===== config.mk =====
export PLATFORM = sky130hd
export DESIGN_NAME = sequential_list_engine_core
export DESIGN_NICKNAME = d
export VERILOG_FILES = /design/src/slist_pkg.sv /design/src/slist_ram.sv /design/src/slist_datapath.sv /design/src/slist_ctrl.sv /design/src/sequential_list_engine_core.sv
export SDC_FILE = /design/constraint.sdc
export NUM_CORES = 2
export LEC_CHECK = 0
export BUFFER_PORTS_ARGS = -buffer_cell sky130_fd_sc_hd__clkbuf_2
export CAP_MARGIN = 10
export CORE_ASPECT_RATIO = 1.75
export CORE_MARGIN = 4
export CORE_UTILIZATION = 66
export CTS_CLUSTER_SIZE = 25
export DETAILED_ROUTE_END_ITERATION = 6
export GPL_ROUTABILITY_DRIVEN = 0
export PLACE_DENSITY_LB_ADDON = 0.15
export SLEW_MARGIN = 5
export SYNTH_ARGS = -nofsm -noshare
export SYNTH_HDL_FRONTEND = slang
export SYNTH_SLANG_ARGS = --single-unit

===== constraint.sdc =====
create_clock -name clk -period 9.9 [get_ports clk]
set_clock_uncertainty 0.15 [all_clocks]
set_input_delay 1.98 -clock clk [delete_from_list [all_inputs] [get_ports clk]]
set_output_delay 1.98 -clock clk [all_outputs]
set_load 0.01 [all_outputs]

===== src/slist_pkg.sv =====
// ----------------------------------------------------------------------------
// slist_pkg
// Shared constants, codes and control types for the sequential list engine.
// ----------------------------------------------------------------------------
package slist_pkg;

  localparam int CAPACITY = 64;

  localparam int KEY_W   = 32;
  localparam int POS_W   = 7;
  localparam int IDX_W   = 7;
  localparam int COUT_W  = 7;
  localparam int ADDR_W  = (CAPACITY > 1) ? $clog2(CAPACITY) : 1;
  localparam int CNT_W   = $clog2(CAPACITY + 1);
  localparam int CMP_W   = ((CNT_W > POS_W) ? CNT_W : POS_W) + 2;

  // command kinds
  localparam logic [1:0] KIND_INSERT = 2'd0;
  localparam logic [1:0] KIND_DELETE = 2'd1;
  localparam logic [1:0] KIND_SEARCH = 2'd2;
  localparam logic [1:0] KIND_CLEAR  = 2'd3;

  // read address select
  localparam logic [1:0] RD_PTR = 2'd0;
  localparam logic [1:0] RD_DEC = 2'd1;
  localparam logic [1:0] RD_INC = 2'd2;

  // result index select
  localparam logic [1:0] IDX_NONE = 2'd0;
  localparam logic [1:0] IDX_POS  = 2'd1;
  localparam logic [1:0] IDX_PTR  = 2'd2;
  localparam logic [1:0] IDX_HIT  = 2'd3;

  typedef struct packed {
    logic       load;
    logic       ptr_to_count;
    logic       ptr_to_zero;
    logic       ptr_inc;
    logic       ptr_dec;
    logic [1:0] rd_sel;
    logic       wr_en;
    logic       wr_key;
    logic       cnt_inc;
    logic       cnt_dec;
    logic       cnt_clr;
    logic       hit_save;
    logic       res_set;
    logic       res_ok;
    logic [1:0] res_idx;
  } slist_cmd_t;

  typedef struct packed {
    logic ins_ok;
    logic cnt_gt_inpos;
    logic cnt_zero;
    logic ptr_dec_gt_pos;
    logic match;
    logic scan_more;
    logic dn_more;
  } slist_status_t;

endpackage


===== src/slist_ram.sv =====
// ----------------------------------------------------------------------------
// slist_ram
// Generic single write port, single read port RAM with registered read.
// ----------------------------------------------------------------------------
module slist_ram #(
  parameter int WIDTH = 32,
  parameter int DEPTH = 64,
  localparam int AW = (DEPTH > 1) ? $clog2(DEPTH) : 1
) (
  input  logic             clk,
  input  logic             we,
  input  logic [AW-1:0]    waddr,
  input  logic [WIDTH-1:0] wdata,
  input  logic [AW-1:0]    raddr,
  output logic [WIDTH-1:0] rdata
);

  logic [WIDTH-1:0] mem [DEPTH];

  always_ff @(posedge clk) begin
    if (we) begin
      mem[waddr] <= wdata;
    end
    rdata <= mem[raddr];
  end

endmodule


===== src/slist_datapath.sv =====
// ----------------------------------------------------------------------------
// slist_datapath
// Entry store, count, scan pointer, compares and result registers.
// ----------------------------------------------------------------------------
module slist_datapath
  import slist_pkg::*;
(
  input  logic                     clk,
  input  logic                     rst_n,
  input  slist_cmd_t               cmd,
  input  logic signed [KEY_W-1:0]  in_key,
  input  logic        [POS_W-1:0]  in_position,
  output slist_status_t            status,
  output logic                     out_ok,
  output logic signed [IDX_W-1:0]  out_index,
  output logic        [COUT_W-1:0] out_count
);

  logic [CNT_W-1:0]  count_r, count_nxt;
  logic [CNT_W-1:0]  ptr_r, ptr_nxt;
  logic [CNT_W-1:0]  hit_r;
  logic [KEY_W-1:0]  key_r;
  logic [POS_W-1:0]  pos_r;
  logic              ok_r;
  logic [IDX_W-1:0]  index_r;

  logic [CNT_W-1:0]  ptr_m1, ptr_p1;
  logic [ADDR_W-1:0] raddr, waddr;
  logic [KEY_W-1:0]  wdata, rdata;
  logic [IDX_W-1:0]  res_index;

  assign ptr_m1 = ptr_r - CNT_W'(1);
  assign ptr_p1 = ptr_r + CNT_W'(1);

  always_comb begin
    unique case (cmd.rd_sel)
      RD_PTR:  raddr = ptr_r[ADDR_W-1:0];
      RD_DEC:  raddr = ptr_m1[ADDR_W-1:0];
      RD_INC:  raddr = ptr_p1[ADDR_W-1:0];
      default: raddr = ptr_r[ADDR_W-1:0];
    endcase
  end

  assign waddr = cmd.wr_key ? ADDR_W'(pos_r) : ptr_r[ADDR_W-1:0];
  assign wdata = cmd.wr_key ? key_r : rdata;

  slist_ram #(
    .WIDTH (KEY_W),
    .DEPTH (CAPACITY)
  ) u_slist_ram (
    .clk   (clk),
    .we    (cmd.wr_en),
    .waddr (waddr),
    .wdata (wdata),
    .raddr (raddr),
    .rdata (rdata)
  );

  // status toward the controller
  assign status.ins_ok = (count_r < CNT_W'(CAPACITY)) &&
                         (CMP_W'(in_position) <= CMP_W'(count_r));
  assign status.cnt_gt_inpos   = CMP_W'(count_r) > CMP_W'(in_position);
  assign status.cnt_zero       = (count_r == '0);
  assign status.ptr_dec_gt_pos = (CMP_W'(ptr_r) - CMP_W'(1)) > CMP_W'(pos_r);
  assign status.match          = (rdata == key_r);
  assign status.scan_more      = (CMP_W'(ptr_r) + CMP_W'(1)) < CMP_W'(count_r);
  assign status.dn_more        = (CMP_W'(ptr_r) + CMP_W'(2)) < CMP_W'(count_r);

  always_comb begin
    count_nxt = count_r;
    if (cmd.cnt_clr) begin
      count_nxt = '0;
    end else if (cmd.cnt_inc) begin
      count_nxt = count_r + CNT_W'(1);
    end else if (cmd.cnt_dec) begin
      count_nxt = count_r - CNT_W'(1);
    end
  end

  always_comb begin
    ptr_nxt = ptr_r;
    if (cmd.ptr_to_count) begin
      ptr_nxt = count_r;
    end else if (cmd.ptr_to_zero) begin
      ptr_nxt = '0;
    end else if (cmd.ptr_inc) begin
      ptr_nxt = ptr_p1;
    end else if (cmd.ptr_dec) begin
      ptr_nxt = ptr_m1;
    end
  end

  always_comb begin
    unique case (cmd.res_idx)
      IDX_NONE: res_index = '1;
      IDX_POS:  res_index = IDX_W'(pos_r);
      IDX_PTR:  res_index = IDX_W'(ptr_r);
      IDX_HIT:  res_index = IDX_W'(hit_r);
      default:  res_index = '1;
    endcase
  end

  always_ff @(posedge clk) begin
    if (!rst_n) begin
      count_r <= '0;
    end else begin
      count_r <= count_nxt;
    end
  end

  always_ff @(posedge clk) begin
    ptr_r <= ptr_nxt;
    if (cmd.load) begin
      key_r <= in_key;
      pos_r <= in_position;
    end
    if (cmd.hit_save) begin
      hit_r <= ptr_r;
    end
    if (cmd.res_set) begin
      ok_r    <= cmd.res_ok;
      index_r <= res_index;
    end
  end

  assign out_ok    = ok_r;
  assign out_index = index_r;
  // count register already holds the post-operation value while the result shows
  assign out_count = COUT_W'(count_r);

endmodule


===== src/slist_ctrl.sv =====
// ----------------------------------------------------------------------------
// slist_ctrl
// Command sequencer: scans, shifts and result strobe for each item.
// ----------------------------------------------------------------------------
module slist_ctrl
  import slist_pkg::*;
(
  input  logic          clk,
  input  logic          rst_n,
  input  logic          start,
  input  logic [1:0]    in_kind,
  input  slist_status_t status,
  output slist_cmd_t    cmd,
  output logic          busy,
  output logic          out_valid
);

  localparam logic [2:0] S_IDLE   = 3'd0;
  localparam logic [2:0] S_UP_RD  = 3'd1;
  localparam logic [2:0] S_UP_WR  = 3'd2;
  localparam logic [2:0] S_WR_KEY = 3'd3;
  localparam logic [2:0] S_SC_RD  = 3'd4;
  localparam logic [2:0] S_SC_CMP = 3'd5;
  localparam logic [2:0] S_DN_RD  = 3'd6;
  localparam logic [2:0] S_DN_WR  = 3'd7;

  logic [2:0] state_r, state_nxt;
  logic       del_r, del_nxt;
  logic       valid_r, valid_nxt;

  always_comb begin
    cmd       = '0;
    state_nxt = state_r;
    del_nxt   = del_r;
    valid_nxt = 1'b0;
    unique case (state_r)
      S_IDLE: begin
        if (start) begin
          cmd.load = 1'b1;
          del_nxt  = (in_kind == KIND_DELETE);
          unique case (in_kind)
            KIND_INSERT: begin
              if (status.ins_ok) begin
                cmd.ptr_to_count = 1'b1;
                state_nxt = status.cnt_gt_inpos ? S_UP_RD : S_WR_KEY;
              end else begin
                cmd.res_set = 1'b1;
                cmd.res_idx = IDX_NONE;
                valid_nxt   = 1'b1;
              end
            end
            KIND_DELETE, KIND_SEARCH: begin
              if (status.cnt_zero) begin
                cmd.res_set = 1'b1;
                cmd.res_idx = IDX_NONE;
                valid_nxt   = 1'b1;
              end else begin
                cmd.ptr_to_zero = 1'b1;
                state_nxt = S_SC_RD;
              end
            end
            KIND_CLEAR: begin
              cmd.cnt_clr = 1'b1;
              cmd.res_set = 1'b1;
              cmd.res_ok  = 1'b1;
              cmd.res_idx = IDX_NONE;
              valid_nxt   = 1'b1;
            end
            default: ;
          endcase
        end
      end
      S_UP_RD: begin
        cmd.rd_sel = RD_DEC;
        state_nxt  = S_UP_WR;
      end
      S_UP_WR: begin
        cmd.wr_en   = 1'b1;
        cmd.ptr_dec = 1'b1;
        state_nxt   = status.ptr_dec_gt_pos ? S_UP_RD : S_WR_KEY;
      end
      S_WR_KEY: begin
        cmd.wr_en   = 1'b1;
        cmd.wr_key  = 1'b1;
        cmd.cnt_inc = 1'b1;
        cmd.res_set = 1'b1;
        cmd.res_ok  = 1'b1;
        cmd.res_idx = IDX_POS;
        valid_nxt   = 1'b1;
        state_nxt   = S_IDLE;
      end
      S_SC_RD: begin
        cmd.rd_sel = RD_PTR;
        state_nxt  = S_SC_CMP;
      end
      S_SC_CMP: begin
        if (status.match) begin
          if (del_r && status.scan_more) begin
            cmd.hit_save = 1'b1;
            state_nxt    = S_DN_RD;
          end else begin
            // search hit, or delete of the last entry: nothing to shift
            cmd.cnt_dec = del_r;
            cmd.res_set = 1'b1;
            cmd.res_ok  = 1'b1;
            cmd.res_idx = IDX_PTR;
            valid_nxt   = 1'b1;
            state_nxt   = S_IDLE;
          end
        end else if (status.scan_more) begin
          cmd.ptr_inc = 1'b1;
          state_nxt   = S_SC_RD;
        end else begin
          cmd.res_set = 1'b1;
          cmd.res_idx = IDX_NONE;
          valid_nxt   = 1'b1;
          state_nxt   = S_IDLE;
        end
      end
      S_DN_RD: begin
        cmd.rd_sel = RD_INC;
        state_nxt  = S_DN_WR;
      end
      S_DN_WR: begin
        cmd.wr_en   = 1'b1;
        cmd.ptr_inc = 1'b1;
        if (status.dn_more) begin
          state_nxt = S_DN_RD;
        end else begin
          cmd.cnt_dec = 1'b1;
          cmd.res_set = 1'b1;
          cmd.res_ok  = 1'b1;
          cmd.res_idx = IDX_HIT;
          valid_nxt   = 1'b1;
          state_nxt   = S_IDLE;
        end
      end
      default: state_nxt = S_IDLE;
    endcase
  end

  always_ff @(posedge clk) begin
    if (!rst_n) begin
      state_r <= S_IDLE;
      del_r   <= 1'b0;
      valid_r <= 1'b0;
    end else begin
      state_r <= state_nxt;
      del_r   <= del_nxt;
      valid_r <= valid_nxt;
    end
  end

  assign busy      = (state_r != S_IDLE);
  assign out_valid = valid_r;

endmodule


===== src/sequential_list_engine_core.sv =====
// ----------------------------------------------------------------------------
// sequential_list_engine_core
// Ordered list of signed 32-bit keys with insert, delete, search and clear.
// ----------------------------------------------------------------------------
// Usage:
//   A command is taken on a clock edge where start is high and busy is low;
//   in_kind selects insert, delete, search or clear, in_key and in_position
//   carry the operands. Each command gives exactly one result: out_valid is
//   high for one cycle with out_ok, out_index (-1 on failure or clear) and
//   out_count (entries after the command). The receiver cannot stall; the
//   result is simply presented for that one cycle, and the next command may
//   be issued in that same cycle.
// Steps of each command, from the accepting edge to the result strobe:
//   clear, failed insert, delete/search on an empty list: result in the next cycle
//   insert at position p with n entries: move the n-p entries from p up, then write the key
//   search hitting index h: scan entries 0 to h; miss: scan all n entries
//   delete hitting index h: scan to h, then move the tail down one slot
//   Each scanned entry takes a read and a compare state, each moved entry a
//   read and a write state on the single read port of the entry RAM.
//   busy stays high until the strobe.
// Reset (synchronous, rst_n low) empties the list; entry contents are not
// cleared, only slots below the count are ever read.
// ----------------------------------------------------------------------------
module sequential_list_engine_core
  import slist_pkg::*;
(
  input  logic                     clk,
  input  logic                     rst_n,
  input  logic                     start,
  output logic                     busy,
  input  logic        [1:0]        in_kind,
  input  logic signed [KEY_W-1:0]  in_key,
  input  logic        [POS_W-1:0]  in_position,
  output logic                     out_valid,
  output logic                     out_ok,
  output logic signed [IDX_W-1:0]  out_index,
  output logic        [COUT_W-1:0] out_count
);

  slist_cmd_t    cmd;
  slist_status_t status;

  slist_ctrl u_slist_ctrl (
    .clk       (clk),
    .rst_n     (rst_n),
    .start     (start),
    .in_kind   (in_kind),
    .status    (status),
    .cmd       (cmd),
    .busy      (busy),
    .out_valid (out_valid)
  );

  slist_datapath u_slist_datapath (
    .clk         (clk),
    .rst_n       (rst_n),
    .cmd         (cmd),
    .in_key      (in_key),
    .in_position (in_position),
    .status      (status),
    .out_ok      (out_ok),
    .out_index   (out_index),
    .out_count   (out_count)
  );

endmodule


# Yosys cells after proc, flatten, opt, wreduce, memory -nomap -nowiden
# Memory sizes are Yosys's and may differ from the RTL's. A register that Yosys moved wholly into a read port is not among the register bits.
# Cells that the tools add are included.
dict set report word_totals {
  ram_bits 2048
  word_cells 122
  in_bits 44
  output_inout_bits 17
  ff_bits 73
  mem_count 1
}
# memory depth width read_ports rd_ports_with_merged_regs write_ports line_no
set mem_list {}
lappend mem_list {u_slist_datapath.u_slist_ram.mem 64 32 1 1 1 slist_ram.sv:18} ;# logic [WIDTH-1:0] mem [DEPTH];
dict set report op_classes {
  n_addsub 7
  n_eq_ne 20
  n_lt_le_gt_ge 6
  n_mux 62
  n_reduce_logical 15
  bitwise 1
}
# operator n
set op_table {}
lappend op_table {{$mux 7} 6}
lappend op_table {{$eq 32x32->1} 1}
lappend op_table {{$mux 32} 1}
lappend op_table {{$pmux 7 s4} 1}
lappend op_table {{$mux 1} 27}
lappend op_table {{$mux 3} 9}
lappend op_table {{$pmux 3 s8} 1}
lappend op_table {{$lt 9x7->1} 2}
lappend op_table {{$pmux 4 s4} 1}
lappend op_table {{$add 7x1->7 const B} 2}
lappend op_table {{$sub 7x1->7 const B} 2}
lappend op_table {{$eq 3x3->1 const B} 4}
lappend op_table {{$mux 4} 3}
lappend op_table {{$pmux 6 s2} 1}
lappend op_table {{$eq 2x2->1 const B} 5}
lappend op_table {{$mux 2} 5}
lappend op_table {{$gt 9x7->1} 1}
lappend op_table {{$ne 3x3->1 const B} 3}
lappend op_table {{$add 7x1->8 const B} 1}
lappend op_table {{$add 7x2->8 const B} 1}
lappend op_table {{$sub 7x1->8 const B} 1}
lappend op_table {{$gt 7x7->1} 1}
lappend op_table {{$le 7x7->1} 1}
lappend op_table {{$logic_not 7->1} 1}
lappend op_table {{23 further kinds} 30}

# Depth between registers and ports, before layout
dict set report logic_depth {
  depth_word 8
  mapped_depth 16
  ltp_nobuf 12
}

# Hierarchy
# Synthesis repeated with hierarchy kept, for this count alone.
dict set report unflattened {
  cells_unflattened 3813
  hier_area_um2 83607.7
}
# module n_inst seq_area_each_um2 area_per_inst_um2 cells_each
set by_module_without_submodules {}
lappend by_module_without_submodules {slist_ram 1 62139.6 78515.3 3324}
lappend by_module_without_submodules {slist_datapath 1 1971.9 4553.1 416}
lappend by_module_without_submodules {slist_ctrl 1 100.1 539.3 73}

# Worst setup path after synthesis
# No wires, ideal clock.
dict set report synth_path {
  path_type {input port to flip-flop}
  start {input start}
  end {register u_slist_datapath.ptr_r[0], enable pin}
  n_path_buf 2
  path_stages 6
  t_arrival_ns 4.170
  setup_slack_ns 5.205
  required_time_ns 9.374
  setup_time_ns 0.376
  cell_sequence {and2_1 > clkbuf_1 > and3_1 > clkbuf_1 > a31oi_1 > o221ai_1}
}
dict set report synth_via {
  elab_chain_cells 3
}
# item line_no
set synth_lines {}
lappend synth_lines {{from (decl)} sequential_list_engine_core.sv:29} ;# input logic start,
lappend synth_lines {{$mux 3} slist_ctrl.sv:38} ;# if (start) begin
lappend synth_lines {{$mux 3} slist_ctrl.sv:36} ;# unique case (state_r)
lappend synth_lines {{$reduce_bool 4->1 (no source line)} n/a}
lappend synth_lines {{to (signal assigned)} slist_datapath.sv:112} ;# ptr_r <= ptr_nxt;
lappend synth_lines {{to (decl)} slist_datapath.sv:20} ;# logic [CNT_W-1:0] ptr_r, ptr_nxt;
# Every way passes these cells.
# A chain may end at the register's enable or synchronous reset.

# Final worst setup path
dict set report layout_path {
  start {register u_slist_datapath.ptr_r[0]}
  end {register u_slist_datapath.u_slist_ram.rdata[4], read port of u_slist_datapath.u_slist_ram.mem}
}
dict set report layout_via {
  elab_chain_cells 2
  word_cells_on_any_way 3
  cone_classes {add/sub (2); mux (1)}
}
# item line_no
set layout_lines {}
lappend layout_lines {{$add 7x1->7 / $sub 7x1->7 (equally long branches)} {slist_datapath.sv:33, slist_datapath.sv:32}}
lappend layout_lines {{$pmux 6 s2 (*)} slist_datapath.sv:36} ;# unique case (cmd.rd_sel)
lappend layout_lines {{to (decl)} slist_ram.sv:15} ;# output logic [WIDTH-1:0] rdata
# Mark *: on every way between the ends. The rest lies on a longest branch, timed or not.

==> flow_results.xml <==
<?xml version="1.0" encoding="UTF-8"?>
<metrics>
  <group name="run_status">
    <metric name="run_status" unit="">finished, violations left</metric>
    <metric name="failed_checks" unit="">design-rule violations</metric>
  </group>
  <group name="final_layout">
    <metric name="post_layout_nonfiller_instances" unit="">6249</metric>
    <metric name="syn_to_final_growth" unit="%">11.1</metric>
    <metric name="nets" unit="">4467</metric>
    <metric name="final_design_area_no_fill" unit="um2">93400</metric>
    <metric name="drive_gt1_share" unit="%">21.7</metric>
    <metric name="final.fill_count" unit="">7183</metric>
  </group>
  <group name="logic_synthesis">
    <metric name="synthesis.nets" unit="">4324</metric>
    <metric name="synth_commonest_cells" unit="">edfxtp_1, mux4_2, mux2i_1</metric>
    <metric name="yosysUniqueCellTypes" unit="">69</metric>
    <metric name="synth.yosys.seq_area_share" unit="%">76.4</metric>
    <metric name="post-synth-top-area-fraction" unit="%">75.3</metric>
    <metric name="syn_inst" unit="">4239</metric>
    <metric name="synth.area.top_cells" unit="">edfxtp_1, mux4_2, mux2i_1, o22ai_1, nand2_1</metric>
    <metric name="postSynth.topFlopCell" unit="">edfxtp_1</metric>
    <metric name="synth.avg_cell_area" unit="um2">19.8</metric>
    <metric name="synth.most_common_cell" unit="">edfxtp_1</metric>
    <metric name="synthesized_flop_and_latch_total" unit="">2153</metric>
    <metric name="mappedNetlistArea" unit="um2">84100</metric>
    <metric name="yosys_warnings" unit="">0</metric>
    <metric name="synth.largest_area_cell" unit="">edfxtp_1</metric>
    <metric name="async_reset_ff_share" unit="%">0</metric>
    <metric name="synth_edf_count" unit="">2109</metric>
  </group>
  <group name="clock_tree">
    <metric name="holdBufCountCts" unit="">0</metric>
    <metric name="cts_inserted_buffers" unit="">178</metric>
    <metric name="cts_root_buffer" unit="">clkbuf_16</metric>
    <metric name="cts_tree" unit="">built</metric>
    <metric name="cts_buffer_depth" unit="">3</metric>
    <metric name="cts_max_level" unit="">4</metric>
    <metric name="cts_resized" unit="">0</metric>
    <metric name="post_cts_setup_buffers" unit="">0</metric>
    <metric name="clkLatencyLatePin" unit="ps">820</metric>
    <metric name="path_clk_slew" unit="ps">70</metric>
    <metric name="clock-sinks" unit="">2153</metric>
  </group>
  <group name="global_routing">
    <metric name="initial_antenna_violation_count" unit="">22</metric>
    <metric name="track_usage" unit="%">33.7</metric>
    <metric name="vias_in_the_first_global_route" unit="">44500</metric>
    <metric name="grt.overflow.total" unit="">0</metric>
    <metric name="grt_max_degree" unit="">137</metric>
    <metric name="grt_first_pass_wirelength" unit="um">318000</metric>
  </group>
  <group name="worst_hold_path">
    <metric name="worst_hold_startpoint" unit="">u_slist_datapath.hit_r[6]</metric>
    <metric name="hold-path-cell-count" unit="">2</metric>
    <metric name="hp-class" unit="">reg2reg</metric>
    <metric name="min_to" unit="">u_slist_datapath.out_index[6]</metric>
  </group>
  <group name="sta">
    <metric name="setup-violations-final" unit="">0</metric>
    <metric name="slew_headroom" unit="%">11.4</metric>
    <metric name="max_slew_violation_total_from_the_final_report" unit="">0</metric>
    <metric name="final_hold_viol_count" unit="">0</metric>
    <metric name="final_period_minus_worst_setup_slack" unit="ps">6290</metric>
    <metric name="rsz0062_at_grt" unit="">false</metric>
    <metric name="min_period_over_period" unit="%">63.5</metric>
    <metric name="layout_setup_ws" unit="ps">3610</metric>
    <metric name="fin_worst_hold_slack" unit="ps">422</metric>
    <metric name="achievable_freq" unit="GHz">0.159</metric>
    <metric name="tns" unit="ps">0</metric>
    <metric name="worst_slew_pin_slew" unit="ps">1320</metric>
  </group>
  <group name="floorplanning">
    <metric name="die_height" unit="um">480</metric>
    <metric name="initial_core_utilization" unit="%">66.3</metric>
    <metric name="design.die.area" unit="um2">133000</metric>
    <metric name="die_width" unit="um">278</metric>
    <metric name="std_cell_rows" unit="">173</metric>
    <metric name="design.core.area" unit="um2">127000</metric>
    <metric name="io-pin-count" unit="">61</metric>
  </group>
  <group name="detailed_routing">
    <metric name="routed_wirelength" unit="um">222000</metric>
    <metric name="detail_route.iter0.violations" unit="">6291</metric>
    <metric name="first_pass_iters" unit="">7</metric>
    <metric name="drt-vias-per-instance" unit="">7.08</metric>
    <metric name="wl_per_cell" unit="um">35.6</metric>
    <metric name="vias" unit="">44200</metric>
    <metric name="postRouteAntennaNets" unit="">0</metric>
    <metric name="detail_route.drc_violations" unit="">1</metric>
  </group>
  <group name="setup_path">
    <metric name="critPathRequiredTime" unit="ps">10510</metric>
    <metric name="timing.setup.critical_path_class" unit="">reg2reg</metric>
    <metric name="worstPathCellList" unit="">clkinv_1, ha_1, nor3b_1, o21ai_0, o311a_4, buf_4, mux4_2, and2_1, a211oi_1, a2111oi_0, a311o_1</metric>
    <metric name="timing.reg2reg.worst_path_depth" unit="">11</metric>
    <metric name="timing.critical_path.from_type" unit="">register</metric>
    <metric name="worstPathMaxFanout" unit="">58</metric>
    <metric name="max_stage_delay" unit="ps">1100</metric>
    <metric name="worstReg2RegStart" unit="">u_slist_datapath.ptr_r[0]</metric>
    <metric name="arrival" unit="ps">6890</metric>
    <metric name="worstSetupStartpoint" unit="">u_slist_datapath.ptr_r[0]</metric>
    <metric name="slowest_stage" unit="">a2111oi_0</metric>
    <metric name="timing.reg2reg.setup_slack" unit="ps">3610</metric>
    <metric name="setup.worst_path.end_class" unit="">register</metric>
    <metric name="worst_r2r_endpoint" unit="">u_slist_datapath.u_slist_ram.rdata[4]</metric>
  </group>
  <group name="pwr">
    <metric name="powerDensity" unit="nW/um2">255</metric>
    <metric name="power.ir.vdd_worst" unit="mV">0.219</metric>
    <metric name="p_leak" unit="nW">30.4</metric>
  </group>
  <group name="placement">
    <metric name="place.detailed.hpwl" unit="um">124000</metric>
    <metric name="detailedPlace.worstSlack" unit="ps">3740</metric>
    <metric name="numPortBuffers" unit="">60</metric>
    <metric name="placed_cells_incl_taps" unit="">5862</metric>
    <metric name="dpl-instance-area" unit="um2">87300</metric>
  </group>
  <group name="job">
    <metric name="max_cap_viol_count" unit="">0</metric>
  </group>
</metrics>
kinds of logic (layout without fill, tap and decap cells):
family / Yosys count / count (layout) / share of synthesized area [%]
mux: 740 / 740 / 14.7
buf+inv: 268 / 565 / 1.39
compound gates: 462 / 462 / 3.56
fa+ha+maj: 41 / 41 / 0.619
other cells: 0 / 51 / 0
xor+xnor: 53 / 53 / 0.561
flops: 2153 / 2153 / 76.4
simple gates: 522 / 522 / 2.78
power breakdown:
| group | internal, mW | total, mW | switching [mW] |
|---|---|---|---|
| sequential | 11.4 | 11.6 | 0.162 |
| combinational | 1.56 | 5.07 | 3.51 |
| clock | 3.99 | 7.17 | 3.18 |
per-stage QoR:
stage | total power, mW | util (%)
5_1_grt | 24.5 | 73.6
3_3_place_gp | 16.6 | 68.8
4_1_cts | 23.8 | 73.5
3_5_place_dp | 16.8 | 68.8
2_1_floorplan | 14.8 | -
6_report | 23.8 | 73.6
worst max-delay path: cells and delay by family (launching register included):
family	cells	cell delay (ps)
compound gates	5	2550
fa+ha+maj	1	490
mux	1	360
buf+inv	2	1320
flops	1	940
simple gates	2	340
worst max-delay path by stage:
stage	slack, ps	endpoint
after floorplan	5200	u_slist_datapath.ptr_r[0]
after global placement	3720	u_slist_datapath.u_slist_ram.rdata[6]
after detailed placement	3740	u_slist_datapath.u_slist_ram.rdata[4]
after CTS	3740	u_slist_datapath.u_slist_ram.rdata[4]
after global routing	3540	u_slist_datapath.u_slist_ram.rdata[4]
final	3610	u_slist_datapath.u_slist_ram.rdata[4]
registers in the layout, summed over array words and instances (netlist names):
| register | cells |
|---|---|
| u_slist_datapath.u_slist_ram.mem | 2048 |
| u_slist_datapath.key_r | 32 |
| u_slist_datapath.u_slist_ram.rdata | 32 |
| u_slist_datapath.hit_r | 7 |
| u_slist_datapath.out_count | 7 |
| u_slist_datapath.out_index | 7 |
| u_slist_datapath.pos_r | 7 |
| u_slist_datapath.ptr_r | 7 |
| u_slist_ctrl.state_r | 3 |
| u_slist_ctrl.del_r | 1 |
| u_slist_ctrl.out_valid | 1 |
| u_slist_datapath.out_ok | 1 |
layer usage:
| layer | up-vias | track usage (%) | part of all wire, % |
|---|---|---|---|
| li1 | 17700 | - | - |
| met1 | 22800 | 43.0 | 33 |
| met2 | 3051 | 55.1 | 50 |
| met3 | 627 | 6.62 | 11 |
| met4 | 8 | 19.2 | 6.9 |
| met5 | - | 0 | 0.024 |
cell usage in the layout (no fill, tap or decap), types with 19 or more instances in the layout:
cell type	n
edfxtp_1	2109
mux4_2	397
mux2i_1	343
nand2_1	219
clkbuf_16	182
o22ai_1	169
buf_4	121
a21oi_1	95
nor2_4	65
clkbuf_2	60
o21ai_0	57
diode_2	51
nor2_1	48
dfxtp_1	44
xnor2_1	43
ha_1	40
inv_1	37
clkinv_1	37
clkbuf_1	33
clkinv_2	33
nand2_2	32
nand3_1	29
or4_1	22
bufinv_16	21
nand4_1	19
final cells by class:
class / instances / area (um2) / share of cell area (%)
Clock inverter: 112 / 1160 / 1.24
Inverter: 39 / 146 / 0.157
Tap cell: 1662 / 2080 / 2.23
Timing Repair Buffer: 192 / 1410 / 1.51
Antenna cell: 51 / 128 / 0.137
Sequential cell: 2153 / 64200 / 68.7
Clock buffer: 222 / 4770 / 5.11
Multi-Input combinational cell: 1818 / 19500 / 20.9
Power figures use the tool's default switching activity.
